**src/rtl/mbrtu_pkg.sv**
```systemverilog
// ---------------------------------------------------------------------------
// mbrtu_pkg
// Shared types, constants and the crc byte step of the modbus rtu slave.
// ---------------------------------------------------------------------------
package mbrtu_pkg;

	localparam int RX_DEPTH    = 256;
	localparam int RX_AW       = $clog2(RX_DEPTH);
	localparam int COIL_COUNT  = 6;
	localparam int INPUT_COUNT = 4;
	localparam int HOLD_COUNT  = 4;
	localparam int HDR_BYTES   = 15;
	localparam int TX_MAX      = 13;

	localparam logic [15:0] COIL_ON  = 16'hFF00;
	localparam logic [15:0] CRC_INIT = 16'hFFFF;
	localparam logic [15:0] CRC_POLY = 16'hA001;

	localparam logic [7:0] FC_RD_COILS = 8'd1;
	localparam logic [7:0] FC_RD_DISC  = 8'd2;
	localparam logic [7:0] FC_RD_HOLD  = 8'd3;
	localparam logic [7:0] FC_RD_INPUT = 8'd4;
	localparam logic [7:0] FC_WR_COIL  = 8'd5;
	localparam logic [7:0] FC_WR_REG   = 8'd6;
	localparam logic [7:0] FC_WR_COILS = 8'd15;
	localparam logic [7:0] FC_WR_REGS  = 8'd16;

	localparam logic CFG_DEVICE_ID = 1'b0;
	localparam logic CFG_TIMEOUT   = 1'b1;

	typedef enum logic [4:0] {
		ST_IDLE  = 5'b00001,
		ST_SCAN  = 5'b00010,
		ST_BUILD = 5'b00100,
		ST_TXCRC = 5'b01000,
		ST_SEND  = 5'b10000
	} state_t;

	typedef logic [7:0] byte_t;

	// one byte through the crc-16/modbus shift register, eight bit steps
	function automatic logic [15:0] crc_byte(input logic [15:0] c, input byte_t d);
		logic [15:0] r;
		r = c ^ {8'h00, d};
		for (int b = 0; b < 8; b++) begin
			if (r[0]) begin
				r = (r >> 1) ^ CRC_POLY;
			end else begin
				r = r >> 1;
			end
		end
		return r;
	endfunction

endpackage

```
**src/rtl/mbrtu_ram.sv**
```systemverilog
// ---------------------------------------------------------------------------
// mbrtu_ram
// Generic single-port-write, registered-read RAM.
// ---------------------------------------------------------------------------
module mbrtu_ram #(
	parameter int WIDTH = 8,
	parameter int DEPTH = 256
) (
	input  logic                     clk,
	input  logic                     we,
	input  logic [$clog2(DEPTH)-1:0] waddr,
	input  logic [WIDTH-1:0]         wdata,
	input  logic [$clog2(DEPTH)-1:0] raddr,
	output logic [WIDTH-1:0]         rdata
);

	logic [WIDTH-1:0] mem_q [DEPTH];

	always_ff @(posedge clk) begin
		if (we) begin
			mem_q[waddr] <= wdata;
		end
		rdata <= mem_q[raddr];
	end

endmodule

```
**src/rtl/modbus_rtu_slave_top.sv**
```systemverilog
// ---------------------------------------------------------------------------
// modbus_rtu_slave_top
// Modbus rtu slave: frame store, frame check, request service, reply out.
// ---------------------------------------------------------------------------
// Input transactions carry either a received byte (s_tuser = 0) or one timer
// tick (s_tuser = 1), together with the live discrete inputs and converter
// values. A byte is written into a 256 x 8 frame RAM. A tick that pushes
// the silence count past timeout_ticks closes the frame: the RAM is scanned
// one byte a cycle through its single read port, with the crc unit stepping
// over each byte ahead of the received crc, then the reply is built in
// ST_BUILD, its crc is stepped over each body byte in ST_TXCRC, and the
// bytes leave on the m_ channel one per transaction, tlast on the final one.
// s_tready stays low from the closing tick until the last reply byte has
// been taken, or a build gives no reply; a stalled receiver simply holds the
// block there. The cfg channel is always ready (index 0 device_id,
// 1 timeout_ticks). Reset clears coils, holding registers and frame state;
// device_id goes to 1 and timeout_ticks to 2. The frame RAM is not cleared.
// ---------------------------------------------------------------------------
module modbus_rtu_slave_top (
	input  logic        clk,
	input  logic        arst_n,
	input  logic        s_tvalid,
	output logic        s_tready,
	input  logic [63:0] s_tdata,  // rx_byte, discrete_in, adc_ch0..adc_ch3, zero pad
	input  logic        s_tuser,  // mode
	output logic        m_tvalid,
	input  logic        m_tready,
	output logic [79:0] m_tdata,  // tx_byte, coil_bits, hold_reg0..hold_reg3, zero pad
	output logic        m_tlast,  // tx_last
	input  logic        cfg_valid,
	output logic        cfg_ready,
	input  logic        cfg_index,
	input  logic [7:0]  cfg_data
);

	mbrtu_pkg::state_t state_q;

	logic [7:0]  dev_id_q, timeout_q;
	logic [8:0]  len_q, sil_q, iss_q;
	logic        recv_q;
	logic        rv_s1;
	logic [8:0]  ridx_s1;
	logic [15:0] crc_q;
	logic [15:0] crc_rx_q;
	mbrtu_pkg::byte_t hdr_q [mbrtu_pkg::HDR_BYTES];
	logic [3:0]  din_q;
	logic [11:0] adc_q [4];
	logic [mbrtu_pkg::COIL_COUNT-1:0] coil_q;
	logic [15:0] hold_q [mbrtu_pkg::HOLD_COUNT];
	mbrtu_pkg::byte_t txb_q [mbrtu_pkg::TX_MAX];
	logic [3:0]  nb_q, tix_q;
	logic        m_tvalid_q, m_tlast_q;
	logic [7:0]  m_byte_q;

	logic        s_acc;
	logic [8:0]  wlen;
	logic        ram_we;
	mbrtu_pkg::byte_t ram_rdata;
	logic [8:0]  nscan;

	assign s_acc     = s_tvalid && s_tready;
	assign s_tready  = (state_q == mbrtu_pkg::ST_IDLE);
	assign cfg_ready = 1'b1;
	assign wlen      = (len_q >= 9'(mbrtu_pkg::RX_DEPTH)) ? 9'd0 : len_q;
	assign ram_we    = s_acc && !s_tuser;
	assign nscan     = (len_q > 9'(mbrtu_pkg::HDR_BYTES)) ? len_q : 9'(mbrtu_pkg::HDR_BYTES);

	mbrtu_ram #(.WIDTH(8), .DEPTH(mbrtu_pkg::RX_DEPTH)) u_frame_ram (
		.clk   (clk),
		.we    (ram_we),
		.waddr (wlen[mbrtu_pkg::RX_AW-1:0]),
		.wdata (s_tdata[7:0]),
		.raddr (iss_q[mbrtu_pkg::RX_AW-1:0]),
		.rdata (ram_rdata)
	);

	// reply build and write-back, decided combinationally from the captured header
	logic [15:0] addr, cnt;
	logic [16:0] sum;
	logic        frame_ok;
	logic [7:0]  fc;
	logic        reply;
	logic [3:0]  nb_d;
	mbrtu_pkg::byte_t buf_d [mbrtu_pkg::TX_MAX];
	logic [mbrtu_pkg::COIL_COUNT-1:0] coil_d;
	logic [15:0] hold_d [mbrtu_pkg::HOLD_COUNT];

	always_comb begin
		logic [15:0] src;
		logic [7:0]  acc;
		logic [15:0] v;
		logic [3:0]  bi;
		logic [1:0]  ri;
		logic [16:0] lim;
		addr     = {hdr_q[2], hdr_q[3]};
		cnt      = {hdr_q[4], hdr_q[5]};
		sum      = {1'b0, addr} + {1'b0, cnt};
		fc       = hdr_q[1];
		frame_ok = (len_q > 9'd4) && (hdr_q[0] == dev_id_q) && (crc_q == crc_rx_q);
		reply    = 1'b0;
		nb_d     = 4'd6;
		coil_d   = coil_q;
		for (int h = 0; h < mbrtu_pkg::HOLD_COUNT; h++) hold_d[h] = hold_q[h];
		for (int k = 0; k < mbrtu_pkg::TX_MAX; k++) buf_d[k] = 8'h00;
		for (int k = 0; k < 6; k++) buf_d[k] = hdr_q[k];
		src = 16'h0000;
		acc = 8'h00;
		v   = 16'h0000;
		bi  = 4'd0;
		ri  = 2'd0;
		lim = 17'd0;
		if (frame_ok) begin
			case (fc)
				mbrtu_pkg::FC_RD_COILS, mbrtu_pkg::FC_RD_DISC: begin
					if (fc == mbrtu_pkg::FC_RD_COILS) begin
						lim = 17'(mbrtu_pkg::COIL_COUNT);
						src = 16'(coil_q);
					end else begin
						lim = 17'(mbrtu_pkg::INPUT_COUNT);
						src = {12'h000, din_q};
					end
					if (sum <= lim) begin
						reply = 1'b1;
						for (int j = 0; j < 8; j++) begin
							bi = addr[3:0] + 4'(j);
							if (16'(j) < cnt) acc[j] = src[bi];
						end
						buf_d[2] = (cnt != 16'd0) ? 8'd1 : 8'd0;
						buf_d[3] = acc;
						nb_d = (cnt != 16'd0) ? 4'd4 : 4'd3;
					end
				end
				mbrtu_pkg::FC_RD_HOLD, mbrtu_pkg::FC_RD_INPUT: begin
					lim = (fc == mbrtu_pkg::FC_RD_HOLD) ? 17'(mbrtu_pkg::HOLD_COUNT)
						: 17'(mbrtu_pkg::INPUT_COUNT);
					if (sum <= lim) begin
						reply = 1'b1;
						buf_d[2] = {cnt[6:0], 1'b0};
						for (int j = 0; j < 4; j++) begin
							ri = addr[1:0] + 2'(j);
							v = (fc == mbrtu_pkg::FC_RD_HOLD) ? hold_q[ri] : {4'h0, adc_q[ri]};
							if (16'(j) < cnt) begin
								buf_d[3 + 2*j] = v[15:8];
								buf_d[4 + 2*j] = v[7:0];
							end
						end
						nb_d = 4'd3 + {cnt[2:0], 1'b0};
					end
				end
				mbrtu_pkg::FC_WR_COIL: begin
					if (addr < 16'(mbrtu_pkg::COIL_COUNT)) begin
						reply = 1'b1;
						coil_d[addr[2:0]] = (cnt == mbrtu_pkg::COIL_ON);
					end
				end
				mbrtu_pkg::FC_WR_REG: begin
					if (addr < 16'(mbrtu_pkg::HOLD_COUNT)) begin
						reply = 1'b1;
						hold_d[addr[1:0]] = cnt;
					end
				end
				mbrtu_pkg::FC_WR_COILS: begin
					if (sum <= 17'(mbrtu_pkg::COIL_COUNT)) begin
						reply = 1'b1;
						for (int j = 0; j < mbrtu_pkg::COIL_COUNT; j++) begin
							bi = 4'(j) - addr[3:0];
							if (16'(j) >= addr && 17'(j) < sum) coil_d[j] = hdr_q[7][bi[2:0]];
						end
					end
				end
				mbrtu_pkg::FC_WR_REGS: begin
					if (sum <= 17'(mbrtu_pkg::HOLD_COUNT)) begin
						reply = 1'b1;
						for (int j = 0; j < mbrtu_pkg::HOLD_COUNT; j++) begin
							ri = 2'(j) - addr[1:0];
							if (16'(j) >= addr && 17'(j) < sum)
								hold_d[j] = {hdr_q[7 + 2*ri], hdr_q[8 + 2*ri]};
						end
					end
				end
				default: reply = 1'b0;
			endcase
		end
	end

	always_ff @(posedge clk or negedge arst_n) begin
		if (!arst_n) begin
			state_q    <= mbrtu_pkg::ST_IDLE;
			dev_id_q   <= 8'd1;
			timeout_q  <= 8'd2;
			len_q      <= '0;
			sil_q      <= '0;
			recv_q     <= 1'b0;
			iss_q      <= '0;
			rv_s1      <= 1'b0;
			coil_q     <= '0;
			for (int h = 0; h < mbrtu_pkg::HOLD_COUNT; h++) hold_q[h] <= '0;
			nb_q       <= '0;
			tix_q      <= '0;
			m_tvalid_q <= 1'b0;
		end else begin
			if (cfg_valid && cfg_ready) begin
				case (cfg_index)
					mbrtu_pkg::CFG_DEVICE_ID: dev_id_q  <= cfg_data;
					mbrtu_pkg::CFG_TIMEOUT:   timeout_q <= cfg_data;
					default: ;
				endcase
			end
			case (state_q)
				mbrtu_pkg::ST_IDLE: begin
					if (s_acc) begin
						din_q <= s_tdata[11:8];
						for (int a = 0; a < 4; a++) adc_q[a] <= s_tdata[12 + 12*a +: 12];
						if (!s_tuser) begin
							len_q  <= wlen + 9'd1;
							sil_q  <= '0;
							recv_q <= 1'b1;
						end else if (recv_q) begin
							if (sil_q + 9'd1 > {1'b0, timeout_q}) begin
								sil_q   <= '0;
								recv_q  <= 1'b0;
								iss_q   <= '0;
								rv_s1   <= 1'b0;
								crc_q   <= mbrtu_pkg::CRC_INIT;
								state_q <= mbrtu_pkg::ST_SCAN;
							end else begin
								sil_q <= sil_q + 9'd1;
							end
						end
					end
				end
				mbrtu_pkg::ST_SCAN: begin
					rv_s1   <= (iss_q < nscan);
					ridx_s1 <= iss_q;
					if (iss_q < nscan) iss_q <= iss_q + 9'd1;
					if (rv_s1) begin
						if (ridx_s1 < len_q - 9'd2) crc_q <= mbrtu_pkg::crc_byte(crc_q, ram_rdata);
						if (ridx_s1 == len_q - 9'd2) crc_rx_q[7:0]  <= ram_rdata;
						if (ridx_s1 == len_q - 9'd1) crc_rx_q[15:8] <= ram_rdata;
						if (ridx_s1 < 9'(mbrtu_pkg::HDR_BYTES)) hdr_q[ridx_s1[3:0]] <= ram_rdata;
					end
					if (iss_q == nscan && !rv_s1) state_q <= mbrtu_pkg::ST_BUILD;
				end
				mbrtu_pkg::ST_BUILD: begin
					len_q  <= '0;
					coil_q <= coil_d;
					for (int h = 0; h < mbrtu_pkg::HOLD_COUNT; h++) hold_q[h] <= hold_d[h];
					for (int k = 0; k < mbrtu_pkg::TX_MAX; k++) txb_q[k] <= buf_d[k];
					nb_q    <= nb_d;
					tix_q   <= '0;
					crc_q   <= mbrtu_pkg::CRC_INIT;
					state_q <= reply ? mbrtu_pkg::ST_TXCRC : mbrtu_pkg::ST_IDLE;
				end
				mbrtu_pkg::ST_TXCRC: begin
					if (tix_q < nb_q) begin
						crc_q <= mbrtu_pkg::crc_byte(crc_q, txb_q[tix_q]);
						tix_q <= tix_q + 4'd1;
					end else begin
						txb_q[nb_q]        <= crc_q[7:0];
						txb_q[nb_q + 4'd1] <= crc_q[15:8];
						nb_q    <= nb_q + 4'd2;
						tix_q   <= '0;
						state_q <= mbrtu_pkg::ST_SEND;
					end
				end
				mbrtu_pkg::ST_SEND: begin
					if (!m_tvalid_q || m_tready) begin
						if (tix_q < nb_q) begin
							m_tvalid_q <= 1'b1;
							m_byte_q   <= txb_q[tix_q];
							m_tlast_q  <= (tix_q + 4'd1 == nb_q);
							tix_q      <= tix_q + 4'd1;
						end else begin
							m_tvalid_q <= 1'b0;
							state_q    <= mbrtu_pkg::ST_IDLE;
						end
					end
				end
				default: state_q <= mbrtu_pkg::ST_IDLE;
			endcase
		end
	end

	assign m_tvalid = m_tvalid_q;
	assign m_tlast  = m_tlast_q;
	assign m_tdata  = {2'b00, hold_q[3], hold_q[2], hold_q[1], hold_q[0], coil_q, m_byte_q};

endmodule

```
**config.mk**
```make
export PLATFORM = sky130hd
export DESIGN_NAME = modbus_rtu_slave_top
export DESIGN_NICKNAME = d
export VERILOG_FILES = /design/src/rtl/mbrtu_pkg.sv /design/src/rtl/mbrtu_ram.sv /design/src/rtl/modbus_rtu_slave_top.sv
export SDC_FILE = /design/constraint.sdc
export NUM_CORES = 2
export LEC_CHECK = 0
export ABC_CLOCK_PERIOD_IN_PS = 12300
export BUFFER_PORTS_ARGS = -buffer_cell sky130_fd_sc_hd__buf_2
export CAP_MARGIN = 20
export CORE_UTILIZATION = 57
export DETAILED_ROUTE_END_ITERATION = 10
export HOLD_SLACK_MARGIN = 0.08
export MAX_ROUTING_LAYER = met4
export PLACE_DENSITY = 0.74
export SYNTH_ARGS = -nofsm -noshare
export SYNTH_HDL_FRONTEND = slang
export SYNTH_SLANG_ARGS = --single-unit
```
**constraint.sdc**
```tcl
create_clock -name clk -period 12.3 [get_ports clk]
set_input_delay 1.23 -clock clk [delete_from_list [all_inputs] [get_ports clk]]
set_output_delay 1.23 -clock clk [all_outputs]
set_load 0.02 [all_outputs]
```
==> metrics <==
largest net degree at the start of global routing=170; CTS Hold Buffers Added=0; Achievable Freq=between 150 and 200 MHz; cts bufs inserted=277; sequential fraction of the synthesis area=69.3%; type of origin of the critical path=flip-flop; Critical Path RT=between 10 and 15 ns; drt initial violations=7,552; mean area per synthesized cell=18.5 sq um; outcome=complete, no violations; initial antenna violation count=9; cell row count=approximately 160; Slew HR=18.3%; number of global-route vias before repair=slightly below 60,000; total gr overflow=0; clock sinks=2,535; Die Ht=439 microns; Netlist Area Pre-Place=0.109 sq mm; asr flop ratio synth=5.09%; flip-flop and latch count after synthesis=between 2,000 and 3,000; CTS-repair resized insts=0; Seq pwr share=between 40% and 50%; routed wire length=285,000 microns; combinational share of power=17.2%; DP HPWL=170,000 microns; vias=59,583; Int Pwr=0.0160 W; clk buf depth=4; Netlist cell types=91; first-pass GRT wire length=414,000 microns; Final min period=5.60 ns; Crit Path Max Fanout=32; IO Pins=163; area delta synth->final=11.3%; # nets final=a little over 6,000; Hold WC Path Type=primary input to asynchronous set/reset pin; Max Cap Viol=0; Mapped Cells=5,872; die area=0.193 sq mm; setup violators final=0; DR DRC count=0; Setup TNS=0 ns; Static Leakage=39.4 nW; H-Tree Depth=5; RSZ-0062 raised after global routing=false; largest cells by area after synthesis=edfxtp_1, mux4_2, dfrtp_1, mux2i_1, nor2_1; share of the synthesized area in the top cell type=66.2%; number of I/O port buffers=155; most frequent cells in the layout=edfxtp_1, mux4_2, nor2_1; Ys Warns=0; DRT Pass-1 Iters=7; most common cell after layout, fill and taps aside=edfxtp_1; CTS root buf=clkbuf_16; setup repair bufs after CTS=0; clk slew on worst S/H paths=0.06 ns; Hold Violations, Final=0; Top FF cell, synth=edfxtp_1; EDFF count, synth=2,398; Setup Skew=0.0605 ns; Die Width=439 microns; Peak VDD IR=0.000168 V; arrival time worst endpoint=between 6 and 7 ns; sw frac=25.6%; hold slack=0.234 ns; core area=0.189 sq mm; Design Area, Final=0.121 sq mm; Pwr Density=178 mW/mm^2; GPL Wtd Cong=0.982; CP Class=flip-flop to flip-flop; vias per std cell=6.81; Overall Global Routing Usage=30.7%; Placed Area=0.112 sq mm; DRT antenna net count=0; CTS tree=yes; Routed WL per cell=32.5 microns; Pins Over Slew Limit=0; final worst path period share=roughly 46%; Worst-Skew Late Latency=0.93 ns; largest area contributor in the netlist=edfxtp_1; CP endpoint kind=flip-flop; share of layout cells above drive strength 1=26.2%; clock power share=37.2%; Worst-Margin Slew=approximately 1.2 ns; NetSw=0.00550 W; initial core utilization=between 50% and 60%
## layout make-up
| class | instances | area [sq um] |
|---|---|---|
| Sequential cell | 2535 | 75400 |
| Fill cell | 12451 | 67600 |
| Multi-Input combinational cell | 2896 | 31700 |
| Clock buffer | 345 | 7390 |
| Tap cell | 2495 | 3120 |
| Timing Repair Buffer | 285 | 1970 |
| Clock inverter | 135 | 1210 |
| Inverter | 60 | 225 |
| Antenna cell | 4 | 10.0 |
## path summary, 6_finish.rpt
kind                       slack, ns                      from  cells past startpoint                        to
hold / removal                  0.23                    arst_n                      1  timeout_q[5]$_DFFE_PN0P_
hold reg to reg                 0.51  timeout_q[5]$_DFFE_PN0P_                      1  timeout_q[5]$_DFFE_PN0P_
min in group clk                0.49               s_tdata[46]                      1    adc_q[2][10]$_DFFE_PP_
setup reg to reg                6.70     hdr_q[3][1]$_DFFE_PP_                     15     txb_q[9][6]$_DFFE_PP_
max in group asynchronous      11.03                    arst_n                      3     coil_q[3]$_DFFE_PN0P_
setup / recovery                6.70     hdr_q[3][1]$_DFFE_PP_                     15     txb_q[9][6]$_DFFE_PP_
## metrics by stage
step / utilization (%) / total power (W) / setup WS, ns / cells
finish: 64.2 / 0.0215 / 6.70 / 8755
global route: 64.2 / 0.0221 / 6.32 / 8752
CTS: 64.1 / 0.0216 / 6.77 / 8741
detailed placement: 59.5 / 0.0137 / 6.80 / 8261
global placement: 59.5 / 0.0136 / 6.85 / 8258
floorplan: - / 0.0124 / 7.91 / 5881
## critical path, stage by stage (launching register included)
cell and delay (ns):
edfxtp_1 0.36, buf_4 0.27, inv_1 0.10, buf_4 0.34, fa_1 0.28, nor2b_1 0.06, o21a_1 0.20, or4_1 0.49
a221oi_2 0.28, o2111ai_1 0.16, nor4_1 0.21, and4_1 0.57, and4_1 1.02, nand2_2 0.34, or4_1 0.63, a21oi_1 0.15
## cells in the mapped netlist (36+ instances only)
cell type,instances
mux2_2,98
nor3_1,36
o21ai_0,120
mux2i_1,211
nand3_1,102
inv_1,56
mux4_2,800
clkbuf_1,266
edfxtp_1,2398
xnor2_1,66
buf_1,95
ha_1,74
a21oi_1,140
o21a_1,42
nor2_1,412
xor2_1,53
nand2_1,314
dfrtp_1,126
## per-layer routing
metal	global-route usage, %	share of wire, %	vias up
met5	-	0	-
met4	9.66	3.5	0
met3	5.09	9.9	571
met2	48.0	49	3653
met1	41.8	38	31115
li1	-	-	24244
## sequential cells by signal, summed over array words and instances (netlist names), 4 cells and up
register / cells
txb_q: 128
u_frame_ram.mem_q: 2048
crc_rx_q: 16
u_frame_ram.rdata: 8
state_q: 5
nb_q: 4
ridx_s1: 9
hdr_q: 120
dev_id_q: 8
adc_q: 48
din_q: 4
len_q: 9
coil_q: 6
timeout_q: 8
sil_q: 9
iss_q: 9
m_tdata: 64
crc_q: 16
tix_q: 4
m_byte_q: 8
## power groups by stage
stage | sequential [W] | combinational [W] | clock (W)
global route | 0.00981 | 0.00388 | 0.00837
finish | 0.00979 | 0.00370 | 0.00801
floorplan | 0.00989 | 0.00249 | 0
detailed placement | 0.00997 | 0.00369 | 0
CTS | 0.00979 | 0.00372 | 0.00807
global placement | 0.00997 | 0.00365 | 0
## kinds of logic after synthesis
group,count (synthesis),share of synthesized area (%)
multiplexers,1129,19.8
XOR/XNOR,121,1.00
buffers and inverters,450,1.64
AND/OR/NAND/NOR,1030,4.17
other,2,0.00691
adder cells (fa/ha/maj),75,0.870
flip-flops,2535,69.3
AO/OA/AOI/OAI,530,3.17
Note: power is estimated with default switching activity, not from simulation.
